`src/design/fdtd_pkg.sv`:
```
`timescale 1ns / 1ps
// ----------------------------------------------------------------------------
// fdtd_pkg
// Shared constants, types and command structures of the 2D TMz field update.
// ----------------------------------------------------------------------------
package fdtd_pkg;

  // Grid storage limits.
  localparam int MAX_WIDTH  = 128;
  localparam int MAX_HEIGHT = 128;
  localparam int X_W        = $clog2(MAX_WIDTH);
  localparam int Y_W        = $clog2(MAX_HEIGHT);
  localparam int ADDR_W     = X_W + Y_W;
  localparam int DEPTH      = 1 << ADDR_W;
  localparam int DIMX_W     = X_W + 1;
  localparam int DIMY_W     = Y_W + 1;

  // Arithmetic formats: fields Q4.28, coefficients Q10.22.
  localparam int FIELD_W    = 32;
  localparam int FRAC_SHIFT = 22;
  localparam int PROD_W     = 2 * FIELD_W;
  localparam int TERM_W     = PROD_W - FRAC_SHIFT;

  // Configuration register indexes.
  localparam int CFG_IDX_W = 3;
  localparam logic [CFG_IDX_W-1:0] REG_GRID_WIDTH  = 3'd0;
  localparam logic [CFG_IDX_W-1:0] REG_GRID_HEIGHT = 3'd1;
  localparam logic [CFG_IDX_W-1:0] REG_H_SELF      = 3'd2;
  localparam logic [CFG_IDX_W-1:0] REG_H_FROM_E    = 3'd3;
  localparam logic [CFG_IDX_W-1:0] REG_E_SELF      = 3'd4;
  localparam logic [CFG_IDX_W-1:0] REG_E_FROM_H    = 3'd5;
  localparam logic [CFG_IDX_W-1:0] REG_SOURCE_X    = 3'd6;
  localparam logic [CFG_IDX_W-1:0] REG_SOURCE_Y    = 3'd7;

  typedef logic [ADDR_W-1:0]         addr_t;
  typedef logic signed [FIELD_W-1:0] field_t;

  // Which field update the shared multiply chain is working on.
  typedef enum logic [1:0] {
    UPD_HX,
    UPD_HY,
    UPD_EZ
  } upd_t;

  // Write data source for the field memories.
  typedef enum logic [1:0] {
    WD_RES,
    WD_ZERO,
    WD_SAMPLE
  } wd_sel_t;

  typedef enum logic [4:0] {
    ST_CLEAR,
    ST_IDLE,
    ST_RC,
    ST_RN1,
    ST_RN2,
    ST_CAP,
    ST_DIFF,
    ST_CURL,
    ST_M1,
    ST_M2,
    ST_MT,
    ST_SUM,
    ST_WR,
    ST_ENTER,
    ST_EDGE,
    ST_SRC,
    ST_PRB_RD,
    ST_PRB_CAP,
    ST_DONE
  } state_t;

  typedef struct packed {
    field_t h_self;
    field_t h_from_e;
    field_t e_self;
    field_t e_from_h;
  } coef_t;

  typedef struct packed {
    addr_t   rd_addr;
    addr_t   wr_addr;
    logic    we_ez;
    logic    we_hx;
    logic    we_hy;
    wd_sel_t wd_sel;
    logic    load_in;
    logic    cap_c;
    logic    cap_n1;
    logic    cap_n2;
    logic    mode_e;
    logic    diff;
    logic    en1;
    logic    en2;
    logic    curl;
    logic    mul_a;
    logic    mul_b;
    logic    term_b;
    logic    sum;
    upd_t    upd;
    logic    out_load;
    logic    probe_in;
  } dp_cmd_t;

  typedef struct packed {
    logic out_busy;
  } dp_status_t;

endpackage

```
`src/design/fdtd_ctrl.sv`:
```
`timescale 1ns / 1ps
// ----------------------------------------------------------------------------
// fdtd_ctrl
// Controller: clearing pass, grid sweep counters and the per-cell sequence of
// reads, arithmetic steps and writes for the H pass and the E pass.
// ----------------------------------------------------------------------------
module fdtd_ctrl (
  input  logic                 clk,
  input  logic                 rst_n,
  input  logic                 in_valid,
  output logic                 in_ready,
  input  logic                 in_drive,
  input  logic [6:0]           in_probe_x,
  input  logic [6:0]           in_probe_y,
  input  logic [7:0]           grid_width,
  input  logic [7:0]           grid_height,
  input  logic [6:0]           source_x,
  input  logic [6:0]           source_y,
  input  fdtd_pkg::dp_status_t status,
  output fdtd_pkg::dp_cmd_t    cmd
);
  import fdtd_pkg::*;

  state_t state_r, state_nxt;
  logic [X_W-1:0] x_r, x_nxt;
  logic [Y_W-1:0] y_r, y_nxt;
  logic pass_e_r, pass_e_nxt;
  upd_t upd_r, upd_nxt;
  addr_t clr_r, clr_nxt;
  logic drive_r, drive_nxt;
  logic [6:0] px_r, px_nxt, py_r, py_nxt;
  logic [DIMX_W-1:0] w;
  logic [DIMY_W-1:0] h;
  logic xlast, ylast, is_edge, advance, src_in, probe_in;
  addr_t center;

  function automatic addr_t mk_addr(input logic [X_W-1:0] x, input logic [Y_W-1:0] y);
    return {x, y};
  endfunction

  // Used grid size, clamped to at least 3 and at most the storage limits.
  always_comb begin
    if (grid_width < 8'd3) begin
      w = DIMX_W'(3);
    end else if (32'(grid_width) > 32'(MAX_WIDTH)) begin
      w = DIMX_W'(MAX_WIDTH);
    end else begin
      w = DIMX_W'(grid_width);
    end
    if (grid_height < 8'd3) begin
      h = DIMY_W'(3);
    end else if (32'(grid_height) > 32'(MAX_HEIGHT)) begin
      h = DIMY_W'(MAX_HEIGHT);
    end else begin
      h = DIMY_W'(grid_height);
    end
  end

  // Cell position flags.
  assign xlast    = (DIMX_W'(x_r) + DIMX_W'(1)) == w;
  assign ylast    = (DIMY_W'(y_r) + DIMY_W'(1)) == h;
  assign is_edge  = (x_r == '0) || (y_r == '0) || xlast || ylast;
  assign center   = mk_addr(x_r, y_r);
  assign src_in   = drive_r && (32'(source_x) < 32'(w)) && (32'(source_y) < 32'(h));
  assign probe_in = (32'(px_r) < 32'(w)) && (32'(py_r) < 32'(h));

  // Next state and counters.
  always_comb begin
    state_nxt  = state_r;
    x_nxt      = x_r;
    y_nxt      = y_r;
    pass_e_nxt = pass_e_r;
    upd_nxt    = upd_r;
    clr_nxt    = clr_r;
    drive_nxt  = drive_r;
    px_nxt     = px_r;
    py_nxt     = py_r;
    advance    = 1'b0;
    unique case (state_r)
      ST_CLEAR: begin
        clr_nxt = clr_r + addr_t'(1);
        if (&clr_r) begin
          state_nxt = ST_IDLE;
        end
      end
      ST_IDLE: begin
        if (in_valid) begin
          drive_nxt  = in_drive;
          px_nxt     = in_probe_x;
          py_nxt     = in_probe_y;
          x_nxt      = '0;
          y_nxt      = '0;
          pass_e_nxt = 1'b0;
          state_nxt  = ST_RC;
        end
      end
      ST_RC:  state_nxt = ST_RN1;
      ST_RN1: state_nxt = ST_RN2;
      ST_RN2: state_nxt = ST_CAP;
      ST_CAP: state_nxt = ST_DIFF;
      ST_DIFF: begin
        if (pass_e_r) begin
          state_nxt = ST_CURL;
        end else if (!ylast) begin
          upd_nxt   = UPD_HX;
          state_nxt = ST_M1;
        end else if (!xlast) begin
          upd_nxt   = UPD_HY;
          state_nxt = ST_M1;
        end else begin
          advance = 1'b1;
        end
      end
      ST_CURL: begin
        upd_nxt   = UPD_EZ;
        state_nxt = ST_M1;
      end
      ST_M1:  state_nxt = ST_M2;
      ST_M2:  state_nxt = ST_MT;
      ST_MT:  state_nxt = ST_SUM;
      ST_SUM: state_nxt = ST_WR;
      ST_WR: begin
        if (upd_r == UPD_HX && !xlast) begin
          upd_nxt   = UPD_HY;
          state_nxt = ST_M1;
        end else begin
          advance = 1'b1;
        end
      end
      ST_ENTER: state_nxt = is_edge ? ST_EDGE : ST_RC;
      ST_EDGE:  advance   = 1'b1;
      ST_SRC:     state_nxt = ST_PRB_RD;
      ST_PRB_RD:  state_nxt = ST_PRB_CAP;
      ST_PRB_CAP: state_nxt = ST_DONE;
      ST_DONE: begin
        if (!status.out_busy) begin
          state_nxt = ST_IDLE;
        end
      end
      default: state_nxt = ST_IDLE;
    endcase

    // Step to the next cell, column by column, then to the E pass or, after it, the source step.
    if (advance) begin
      if (ylast && xlast) begin
        x_nxt = '0;
        y_nxt = '0;
        if (!pass_e_r) begin
          pass_e_nxt = 1'b1;
          state_nxt  = ST_ENTER;
        end else begin
          state_nxt = ST_SRC;
        end
      end else begin
        if (ylast) begin
          y_nxt = '0;
          x_nxt = x_r + X_W'(1);
        end else begin
          y_nxt = y_r + Y_W'(1);
        end
        state_nxt = pass_e_r ? ST_ENTER : ST_RC;
      end
    end
  end

  // Datapath commands.
  always_comb begin
    cmd          = '0;
    cmd.rd_addr  = center;
    cmd.wr_addr  = center;
    cmd.wd_sel   = WD_RES;
    cmd.mode_e   = pass_e_r;
    cmd.upd      = upd_r;
    cmd.probe_in = probe_in;
    unique case (state_r)
      ST_CLEAR: begin
        cmd.wr_addr = clr_r;
        cmd.wd_sel  = WD_ZERO;
        cmd.we_ez   = 1'b1;
        cmd.we_hx   = 1'b1;
        cmd.we_hy   = 1'b1;
      end
      ST_IDLE: cmd.load_in = in_valid;
      ST_RN1: begin
        cmd.cap_c   = 1'b1;
        cmd.rd_addr = pass_e_r ? mk_addr(x_r, y_r - Y_W'(1)) : mk_addr(x_r, y_r + Y_W'(1));
      end
      ST_RN2: begin
        cmd.cap_n1  = 1'b1;
        cmd.rd_addr = pass_e_r ? mk_addr(x_r - X_W'(1), y_r) : mk_addr(x_r + X_W'(1), y_r);
      end
      ST_CAP: cmd.cap_n2 = 1'b1;
      ST_DIFF: begin
        cmd.diff = 1'b1;
        cmd.en1  = pass_e_r || !ylast;
        cmd.en2  = pass_e_r || !xlast;
      end
      ST_CURL: cmd.curl   = 1'b1;
      ST_M1:   cmd.mul_a  = 1'b1;
      ST_M2:   cmd.mul_b  = 1'b1;
      ST_MT:   cmd.term_b = 1'b1;
      ST_SUM:  cmd.sum    = 1'b1;
      ST_WR: begin
        cmd.we_hx = (upd_r == UPD_HX);
        cmd.we_hy = (upd_r == UPD_HY);
        cmd.we_ez = (upd_r == UPD_EZ);
      end
      ST_EDGE: begin
        cmd.wd_sel = WD_ZERO;
        cmd.we_ez  = 1'b1;
      end
      ST_SRC: begin
        cmd.wr_addr = mk_addr(X_W'(source_x), Y_W'(source_y));
        cmd.wd_sel  = WD_SAMPLE;
        cmd.we_ez   = src_in;
      end
      ST_PRB_RD:  cmd.rd_addr = mk_addr(X_W'(px_r), Y_W'(py_r));
      ST_PRB_CAP: cmd.cap_c   = 1'b1;
      ST_DONE:    cmd.out_load = !status.out_busy;
      default: ;
    endcase
  end

  assign in_ready = (state_r == ST_IDLE);

  always_ff @(posedge clk) begin
    if (!rst_n) begin
      state_r  <= ST_CLEAR;
      x_r      <= '0;
      y_r      <= '0;
      pass_e_r <= 1'b0;
      upd_r    <= UPD_HX;
      clr_r    <= '0;
      drive_r  <= 1'b0;
    end else begin
      state_r  <= state_nxt;
      x_r      <= x_nxt;
      y_r      <= y_nxt;
      pass_e_r <= pass_e_nxt;
      upd_r    <= upd_nxt;
      clr_r    <= clr_nxt;
      drive_r  <= drive_nxt;
    end
  end

  always_ff @(posedge clk) begin
    px_r <= px_nxt;
    py_r <= py_nxt;
  end

`ifndef ASSERT_OFF
  // An accepted beat starts the H pass at the first cell.
  a_start: assert property (@(posedge clk) disable iff (!rst_n)
    state_r == ST_IDLE && in_valid |=> state_r == ST_RC && x_r == '0 && y_r == '0)
    else $error("accepted beat did not start the H pass");

  // Ez updates only happen during the E pass.
  a_ez_in_e: assert property (@(posedge clk) disable iff (!rst_n)
    state_r == ST_WR && upd_r == UPD_EZ |-> pass_e_r)
    else $error("Ez update outside the E pass");

  // The clearing pass only ends into idle.
  a_clear: assert property (@(posedge clk) disable iff (!rst_n)
    state_r == ST_CLEAR |=> state_r == ST_CLEAR || state_r == ST_IDLE)
    else $error("clearing pass left early");
`endif

endmodule

```
`config.mk`:
```
export PLATFORM = sky130hd
export DESIGN_NAME = fdtd_ctrl
export DESIGN_NICKNAME = d
export VERILOG_FILES = /design/src/design/fdtd_pkg.sv /design/src/design/fdtd_ctrl.sv
export SDC_FILE = /design/constraint.sdc
export NUM_CORES = 1
export LEC_CHECK = 0
export ABC_AREA = 1
export BUFFER_PORTS_ARGS = -buffer_cell sky130_fd_sc_hd__buf_2
export CORE_ASPECT_RATIO = 1.5
export CORE_MARGIN = 4
export CORE_UTILIZATION = 55
export DETAILED_ROUTE_END_ITERATION = 6
export GPL_ROUTABILITY_DRIVEN = 0
export HOLD_SLACK_MARGIN = 0.05
export PLACE_DENSITY = 0.85
export SLEW_MARGIN = 15
export SYNTH_ARGS = -nofsm -noshare
export SYNTH_HDL_FRONTEND = slang
export SYNTH_SLANG_ARGS = --single-unit
export TNS_END_PERCENT = 30
```
`constraint.sdc`:
```
create_clock -name clk -period 5.9 [get_ports clk]
set_clock_uncertainty 0.2 [all_clocks]
set_input_delay 1.18 -clock clk [delete_from_list [all_inputs] [get_ports clk]]
set_output_delay 1.18 -clock clk [all_outputs]
set_load 0.01 [all_outputs]
```
==> run summary, run 1 <==
## Timing
• **achievable frequency** 229 MHz
• **final hold violation count** 0
• **number of max-slew violations in the final report** 0
• **setup repair after global routing missed its margin** false
• **worst-case hold slack** 0.289 ns
• **setup TNS** 0 ns
• **shortest period the worst path allows** 4.37 ns
• **worst max-slew margin expressed relative to the limit** 0.484
• **actual slew at the worst max-slew pin** 0.768 ns
• **portion of the clock cycle consumed by the worst path in the final layout** 0.741
• **Final setup viols** 0

## Die
• **effective utilization at floorplan** 0.572
• **total I/O pin count** 100
• **die boundary width** 84.8 µm
• **area of the core** 8520 µm²
• **Die ar.** 10500 µm²
• **number of core rows** 41
• **height of the chip** 123 µm

## Route
• **average wire per cell in the routed design** 16.1 µm
• **final routed DRC violation total** 0
• **number of search-and-repair iterations in the first detailed-routing pass** 5
• **mean number of vias per cell** 5.84
• **overall via count from detail_route** 5717
• **iteration-0 DRC count of the detailed router** 533
• **Final Routed Wirelength** 15700 µm
• **antenna-violating nets left** 0

## Clock network
• **clock latency at the later pin of the worst-skew pair** 0.30 ns
• **maximum buffer depth of the clock tree** 2
• **cell chosen for the clock root** clkbuf_16
• **# hold bufs at CTS** 0
• **Post CTS Setup Buffer Count** 0
• **clock slew at the register clock pins of the worst setup and hold paths** 0.07 ns
• **count of cells resized by post-cts repair** 0
• **number of CTS-inserted buffers** 5
• **number of H-tree branching levels** 2
• **TritonCTS clock tree** yes
• **clock sink total** 51

## Global route
• **initial antenna violation count** 0
• **GRT Total Usage** 0.299
• **total overflow reported by the global router** 0
• **largest net degree at the start of global routing** 25
• **vias in the first global route** 5237
• **wire length of the first global-routing pass** 24900 µm

## Synth
• **number of synthesized flops with an enable pin** 14
• **Cells after Synth** 787
• **Yosys warnings** 0
• **net count after synthesis** 868
• **sequential fraction of the synthesis area** 0.238
• **ys async rst share** 0
• **most common cell in the synthesized netlist** nand2_1
• **#FFs+latches synth** 51
• **most common flop cell mapped by yosys** dfxtp_1
• **biggest area contributors in the synthesized netlist** nand2_1, dfxtp_1, edfxtp_1
• **number of library cell types mapped by synthesis** 48
• **top cells by count, synth** nand2_1, inv_1, nor2_1, nand3_1, a21oi_1
• **share of the synthesized area in the top cell type** 0.161
• **combined area of all synthesized cells** 4870 µm²
• **mean instance size in the synthesized netlist** 6.19 µm²
• **leading area contributor after synthesis** nand2_1

## Finish
• **proportion of layout cells with a drive suffix above 1** 0.171
• **layout-stage area growth over the synthesis result** 13.6%
• **final std cells w/o fill** 979
• **n_diodes** 0
• **final-stage net count** 953

## Flow run
• **max-cap violations** 0

## Setup path
• **Crit Reg-Reg Startpoint** y_r[0]
• **startpoint type of the worst setup path** register
• **critical path startpoint** state_r[1]
• **Critical Path Fanout Max** 9
• **critical path class** register to primary output
• **Data arrival, critical path** 2.99 ns
• **required time at the endpoint of the critical path** 4.52 ns
• **Worst Setup End Kind** primary output

## Power
• **leakage power** 2.79 nW
• **overall power after layout** 0.00129 W
• **largest voltage drop on the vdd net** 0.000200 V
• **pwr/cell area** 233 nW/µm²

## Placement
• **number of instances in the placed design** 972
• **number of port buffers** 99
• **post-detail-place hpwl** 12300 µm

## Hold path
• **worst min-delay path category** register to register
• **min-delay src** clr_r[12]

## Run status
• **run status** finished, final reports clean

## placed cells by master, fill, tap and decap left out, types with 7 or more instances in the layout
cell	count
nor2_1	92
o211ai_1	10
nand4_1	16
inv_2	10
nand2_1	209
nand2_2	7
dfxtp_1	37
o21ai_0	37
nor3_1	20
buf_2	99
inv_1	101
nand3_1	58
ha_1	32
a21oi_1	44
edfxtp_1	14
o221ai_1	15
nor2_2	7
## final timing paths
path	end	slack (ns)	cells past startpoint
hold / removal	clr_r[13]	0.29	1
hold reg to reg	clr_r[13]	0.29	1
setup / recovery	cmd[41]	1.53	8
setup reg to reg	x_r[2]	2.18	16
## power by group
group / internal [W] / switching [W] / total, W
clock network: 0.000166 / 0.000135 / 0.000301
registers: 0.000395 / 0.0000355 / 0.000431
logic: 0.000172 / 0.000386 / 0.000559
total: 0.000734 / 0.000557 / 0.00129
## kinds of logic (layout without fill, tap and decap cells)
family	after synthesis	after routing	synth area share
flops	51	51	0.238
compound gates	129	129	0.161
simple gates	429	429	0.386
fa+ha+maj	32	32	0.0822
xor+xnor	6	6	0.0139
buf+inv	140	225	0.118
## critical path: stages (launching register included)
cell and delay [ns]:
dfxtp_1 0.48, nand2_1 0.20, inv_1 0.11, nand2_1 0.09
nor3_1 0.61, inv_1 0.28, a21oi_1 0.51, o221ai_1 0.22
buf_2 0.18
## flip-flops by register name, indices dropped and copies added, names as in the netlist
signal    flops
upd_r         2
x_r           7
px_r          7
state_r       5
py_r          7
drive_r       1
clr_r        14
y_r           7
pass_e_r      1
## routing by layer
metal / share of wire / vias to the layer above / wire length [µm] / track usage
met2: 0.46 / 366 / 7170 / 0.510
met5: 0 / - / 0 / 0
met1: 0.40 / 2524 / 6290 / 0.371
met4: 0.038 / 0 / 592 / 0.142
li1: - / 2779 / - / -
met3: 0.11 / 48 / 1680 / 0.0447
## stage by stage
step | utilization | instance area [µm²] | worst slack [ns]
floorplan | - | 4870 | 1.88
finish | 0.650 | 5530 | 1.53
global placement | 0.633 | 5390 | 1.62
CTS | 0.650 | 5530 | 1.58
detailed placement | 0.633 | 5390 | 1.60
global route | 0.650 | 5530 | 1.28
## cell type report
cell class / count / area [µm²]
repair buffers: 103 / 526
clock inverters: 1 / 5.00
multi-input cells: 596 / 3140
fillers: 855 / 2980
inverters: 115 / 432
clock buffers: 6 / 139
well taps: 107 / 134
flip-flops and latches: 51 / 1160
Note: power is estimated with default switching activity, not from simulation.
==> run 2: changes to the inputs <==
- clock period: 5.9 -> 4.25 ns (I/O delays scaled with it)
==> run summary, run 2 (same netlist as run 1, synthesis figures left out) <==
## Power
• **overall power after layout** 0.00178 W, +38%
• **portion of total power attributed to sequential cells** 0.336, +0.002
• **Comb pwr share** 0.436, +0.003
• **clock share of power** 0.228, -0.005
• **switch share** 0.432, about the same
• **pwr/cell area** 321 nW/µm², +38%
• **leakage power** 2.80 nW, +0.48%
• **largest voltage drop on the vdd net** 0.000265 V, +32%
• **switching power** 0.000770 W, +38%
• **Internal** 0.00101 W, +38%

## Die
• **effective utilization at floorplan** 0.572, unchanged
• **total I/O pin count** 100, unchanged
• **Die ar.** 10500 µm², unchanged
• **height of the chip** 123 µm, unchanged
• **area of the core** 8520 µm², unchanged
• **die boundary width** 84.8 µm, unchanged
• **number of core rows** 41, unchanged

## Finish
• **final std cells w/o fill** 983, +0.41%
• **number of flip-flops in the largest register** 14, unchanged
• **final-stage net count** 956, +0.31%
• **commonest non-fill, non-tap cells in the layout** nand2_1, inv_1, buf_2, nor2_1, nand3_1
• **leading cell type in the layout, fill and taps excluded** nand2_1
• **share of the core filled with cells in the final layout** 0.652, +0.00220
• **layout-stage area growth over the synthesis result** 14.0%
• **n_diodes** 0, unchanged
• **proportion of layout cells with a drive suffix above 1** 0.174, +0.00264
• **Filler Cells Inserted** 852, -0.35%
• **register ranked first by flip-flop count** clr_r

## Global route
• **GRT Total Usage** 0.299, -0.000727
• **largest net degree at the start of global routing** 25, unchanged
• **wire length of the first global-routing pass** 24800 µm, -0.22%
• **vias in the first global route** 5310, +1.4%
• **total overflow reported by the global router** 0, unchanged
• **initial antenna violation count** 0, unchanged

## Placement
• **number of port buffers** 99, unchanged
• **post-detail-place hpwl** 12300 µm, -0.16%
• **number of instances in the placed design** 975, +0.31%
• **worst slack at placement** 0.670 ns, -0.931 ns

## Timing
• **worst max-slew margin expressed relative to the limit** 0.580, +0.0963
• **number of max-slew violations in the final report** 0, unchanged
• **setup TNS** 0 ns, unchanged
• **actual slew at the worst max-slew pin** 0.626 ns, -0.142 ns
• **final hold violation count** 0, unchanged
• **achievable frequency** 274 MHz
• **shortest period the worst path allows** 3.65 ns
• **portion of the clock cycle consumed by the worst path in the final layout** 0.860
• **setup repair after global routing missed its margin** false
• **Final setup viols** 0, unchanged
• **min setup slack post-route** 0.595 ns, -0.931 ns

## Setup path
• **depth of the critical timing path with buffers and inverters included** 9, +1
• **Crit Reg-Reg Startpoint** y_r[0]
• **critical path class** register to primary output
• **Buf/Inv on CP** 3, unchanged
• **master of the slowest instance on the critical path** dfxtp_1
• **worst reg2reg path depth** 16, unchanged
• **cell-by-cell trace of the critical path** clkinv_1, ha_1, inv_1, nand3_1, and3_1, nand2_1, nor2_4, o21ai_0, buf_2
• **Top delay family on crit path** buffers and inverters
• **register-to-register setup slack** 0.85 ns, -1.33 ns
• **required time at the endpoint of the critical path** 3.20 ns, -1.32 ns
• **Worst Setup End Kind** primary output
• **critical path's largest stage delay** 0.58 ns, -0.03 ns
• **Critical R2R Capture** x_r[1]
• **Critical Path Fanout Max** 10, +1
• **startpoint type of the worst setup path** register
• **Data arrival, critical path** 2.60 ns, -0.39 ns

## Hold path
• **worst min-delay path category** register to register
• **min-delay src** clr_r[12]
• **hold worst-path end** clr_r[13]
• **Worst Hold Depth** 1, unchanged

## Clock network
• **number of H-tree branching levels** 2, unchanged
• **clock sink total** 51, unchanged
• **Post CTS Setup Buffer Count** 0, unchanged
• **TritonCTS clock tree** yes
• **# hold bufs at CTS** 0, unchanged
• **number of CTS-inserted buffers** 5, unchanged
• **clock latency at the later pin of the worst-skew pair** 0.30 ns, about the same
• **cell chosen for the clock root** clkbuf_16
• **clock slew at the register clock pins of the worst setup and hold paths** 0.07 ns, about the same
• **count of cells resized by post-cts repair** 0, unchanged
• **maximum buffer depth of the clock tree** 2, unchanged

## Route
• **mean number of vias per cell** 5.84, about the same
• **final routed DRC violation total** 2, +2
• **average wire per cell in the routed design** 15.6 µm, -3.0%
• **number of search-and-repair iterations in the first detailed-routing pass** 7, +2
• **iteration-0 DRC count of the detailed router** 627, +18%
• **Final Routed Wirelength** 15300 µm, -2.6%
• **antenna-violating nets left** 0, unchanged
• **overall via count from detail_route** 5741, +0.42%

## Run status
• **violated checks** design-rule violations
• **run status** complete, but fails checks

## Flow run
• **max-cap violations** 0, unchanged

[run 2: cell types whose count changed in the layout (fill, tap and decap cells not counted), sizes merged]
| cell | before | now |
|---|---|---|
| buf | 103 | 106 |
| inv | 111 | 112 |
[run 2: through the flow]
stage          hold WS (ns)  cell area (µm²)
2_1_floorplan         0.246             4870
3_3_place_gp          0.267             5410
3_5_place_dp          0.269             5410
4_1_cts               0.280             5550
5_1_grt               0.289             5550
6_report              0.295             5550
[run 2: cell type report]
class | count | area [µm²] | area share
Clock buffer | 6 | 129 | 0.0232
Sequential cell | 51 | 1160 | 0.209
Multi-Input combinational cell | 596 | 3140 | 0.565
Tap cell | 107 | 134 | 0.0241
Inverter | 115 | 432 | 0.0778
Clock inverter | 2 | 11.3 | 0.00203
Timing Repair Buffer | 106 | 548 | 0.0987
[run 2: worst max-delay path by stage]
| stage | start | to | slack, ns |
|---|---|---|---|
| 2_1_floorplan | grid_height[7] | cmd[21] | 0.89 |
| 3_3_place_gp | grid_width[7] | cmd[21] | 0.63 |
| 3_5_place_dp | grid_height[7] | cmd[0] | 0.67 |
| 4_1_cts | y_r[0] | cmd[10] | 0.61 |
| 5_1_grt | y_r[0] | cmd[10] | 0.42 |
| 6_report | y_r[0] | cmd[10] | 0.60 |
[run 2: worst register-to-register path, delay by kind of cell (launching register included)]
kind / cells / cell delay (ns)
AOI/OAI and AO/OA: 1 / 0.12
adders and majority gates: 2 / 0.60
buffers and inverters: 2 / 0.41
DFF: 1 / 0.58
and+or+nand+nor: 11 / 1.42
[run 2: per-layer routing]
layer  GRT usage  wire (µm)
met1       0.364       6050
met2       0.505       7110
met3      0.0613       1600
met4       0.137        570
met5           0          0
[run 2: power by group through the flow]
stage	sequential, W	combinational (W)	clock [W]
floorplan	0.000587	0.000533	0
global placement	0.000606	0.000756	0
detailed placement	0.000606	0.000765	0
CTS	0.000595	0.000768	0.000407
global route	0.000602	0.000865	0.000427
finish	0.000599	0.000778	0.000406
==> run 3: changes to the inputs <==
- CORE_UTILIZATION: 55 -> 51
- PLACE_DENSITY: 0.85 -> 0.8
==> run summary, run 3 (same netlist as run 1, synthesis figures left out) <==
## Run status
• **run status** finished, final reports clean

## Global route
• **GRT Total Usage** 0.291, -0.00736
• **vias in the first global route** 5385, +1.4%
• **wire length of the first global-routing pass** 25800 µm, +3.8%
• **total overflow reported by the global router** 0, unchanged
• **initial antenna violation count** 1, +1
• **largest net degree at the start of global routing** 25, unchanged

## Die
• **effective utilization at floorplan** 0.523, -0.0487
• **Die ar.** 11200 µm², +7.2%
• **area of the core** 9310 µm², +9.3%
• **number of core rows** 43, +4.9%
• **die boundary width** 87.8 µm, +3.5%
• **total I/O pin count** 100, unchanged
• **height of the chip** 128 µm, +3.6%

## Placement
• **worst slack at placement** 0.542 ns, -0.129 ns
• **number of port buffers** 99, unchanged
• **number of instances in the placed design** 981, +0.62%
• **post-detail-place hpwl** 12700 µm, +2.9%
• **instance area after placement** 5420 µm², +0.25%

## Power
• **leakage power** 2.82 nW, +0.63%
• **pwr/cell area** 336 nW/µm², +4.6%
• **largest voltage drop on the vdd net** 0.000218 V, -18%

## Hold path
• **worst min-delay path category** register to register

## Timing
• **number of max-slew violations in the final report** 0, unchanged
• **actual slew at the worst max-slew pin** 0.640 ns, +0.0144 ns
• **shortest period the worst path allows** 3.72 ns, +0.0606 ns
• **portion of the clock cycle consumed by the worst path in the final layout** 0.874, +0.0143
• **min setup slack post-route** 0.534 ns, -0.0606 ns
• **achievable frequency** 269 MHz, -1.6%
• **Final setup viols** 0, unchanged
• **setup repair after global routing missed its margin** false
• **worst max-slew margin expressed relative to the limit** 0.573, -0.00705
• **final hold violation count** 0, unchanged
• **setup TNS** 0 ns, unchanged

## Finish
• **leading cell type in the layout, fill and taps excluded** nand2_1
• **n_diodes** 0, unchanged
• **number of flip-flops in the largest register** 14, unchanged
• **layout-stage area growth over the synthesis result** 14.9%
• **final std cells w/o fill** 989, +0.61%
• **share of the core filled with cells in the final layout** 0.601, -0.0508
• **register ranked first by flip-flop count** clr_r
• **Design Area, Final** 5590 µm², +0.79%
• **commonest non-fill, non-tap cells in the layout** nand2_1, inv_1, buf_2, nor2_1, nand3_1
• **proportion of layout cells with a drive suffix above 1** 0.176, +0.00208
• **final-stage net count** 957, +0.10%

## Setup path
• **critical path class** primary input to primary output
• **startpoint type of the worst setup path** primary input
• **Worst Setup End Kind** primary output
• **Critical Path Fanout Max** 3, -7
• **required time at the endpoint of the critical path** 3.20 ns, about the same
• **Data arrival, critical path** 2.67 ns, +0.07 ns

## Clock network
• **number of CTS-inserted buffers** 5, unchanged
• **Post CTS Setup Buffer Count** 0, unchanged
• **clock sink total** 51, unchanged
• **clock latency at the later pin of the worst-skew pair** 0.31 ns, about the same
• **clock slew at the register clock pins of the worst setup and hold paths** 0.07 ns, about the same
• **cell chosen for the clock root** clkbuf_16
• **# hold bufs at CTS** 0, unchanged
• **TritonCTS clock tree** yes
• **count of cells resized by post-cts repair** 0, unchanged
• **maximum buffer depth of the clock tree** 2, unchanged
• **number of H-tree branching levels** 2, unchanged

## Route
• **met1 layer wirelength in the final routing** 6430 µm, +6.2%
• **iteration-0 DRC count of the detailed router** 651, +3.8%
• **DR WL met3** 1590 µm, -0.44%
• **antenna-violating nets left** 0, unchanged
• **met2 wire length** 7400 µm, +4.1%
• **average wire per cell in the routed design** 16.2 µm, +4.0%
• **DR top layer** met5
• **overall via count from detail_route** 5724, -0.30%
• **mean number of vias per cell** 5.79, -0.90%
• **Final Routed Wirelength** 16000 µm, +4.6%
• **final routed DRC violation total** 0, -2
• **number of search-and-repair iterations in the first detailed-routing pass** 5, -2

## Flow run
• **max-cap violations** 0, unchanged

[run 3: cell count changes in the layout (fill, tap and decap cells not counted)]
cell / change
inv_6: +1
bufinv_16: +1
clkbuf_1: -1
buf_4: +1
clkinv_2: -1
[run 3: area by class of cell]
class	count	area (µm²)
multi-input cells	596	3140
repair buffers	107	556
clock inverters	3	45.0
well taps	112	140
flip-flops and latches	51	1160
inverters	115	432
fillers	944	3710
clock buffers	5	125
[run 3: worst max-delay path, stage by stage]
cell     delay [ns]
buf_2          0.11
inv_1          0.08
nand2_1        0.05
nor2_1         0.09
nand2_1        0.05
nand2_1        0.07
nand2_1        0.10
ha_1           0.19
a21oi_1        0.14
nor2_1         0.06
nor4_1         0.16
o21ai_0        0.12
o31ai_1        0.37
buf_2          0.21
[run 3: routing by layer]
layer / vias to the layer above / GRT usage
met4: 2 / 0.126
met1: 2544 / 0.358
met5: - / 0
met2: 342 / 0.482
met3: 48 / 0.0643
li1: 2788 / -
[run 3: path summary, 6_finish.rpt]
check                      start   endpoint  slack, ns  cells after the start
setup / recovery  grid_height[6]    cmd[21]       0.53                     14
hold / removal         clr_r[10]  clr_r[10]       0.31                      2
hold reg to reg        clr_r[10]  clr_r[10]       0.31                      2
setup reg to reg          x_r[0]     x_r[1]       0.78                     19
[run 3: metrics by stage]
| step | hold WS, ns | total power, W |
|---|---|---|
| global route | 0.309 | 0.00200 |
| floorplan | 0.246 | 0.00112 |
| global placement | 0.276 | 0.00138 |
| CTS | 0.291 | 0.00187 |
| finish | 0.306 | 0.00188 |
| detailed placement | 0.276 | 0.00139 |
[run 3: power breakdown]
| part | total [W] | internal [W] | switching (W) |
|---|---|---|---|
| clock | 0.000481 | 0.000281 | 0.000200 |
| sequential | 0.000597 | 0.000549 | 0.0000484 |
| combinational | 0.000802 | 0.000246 | 0.000556 |
| total | 0.00188 | 0.00108 | 0.000805 |
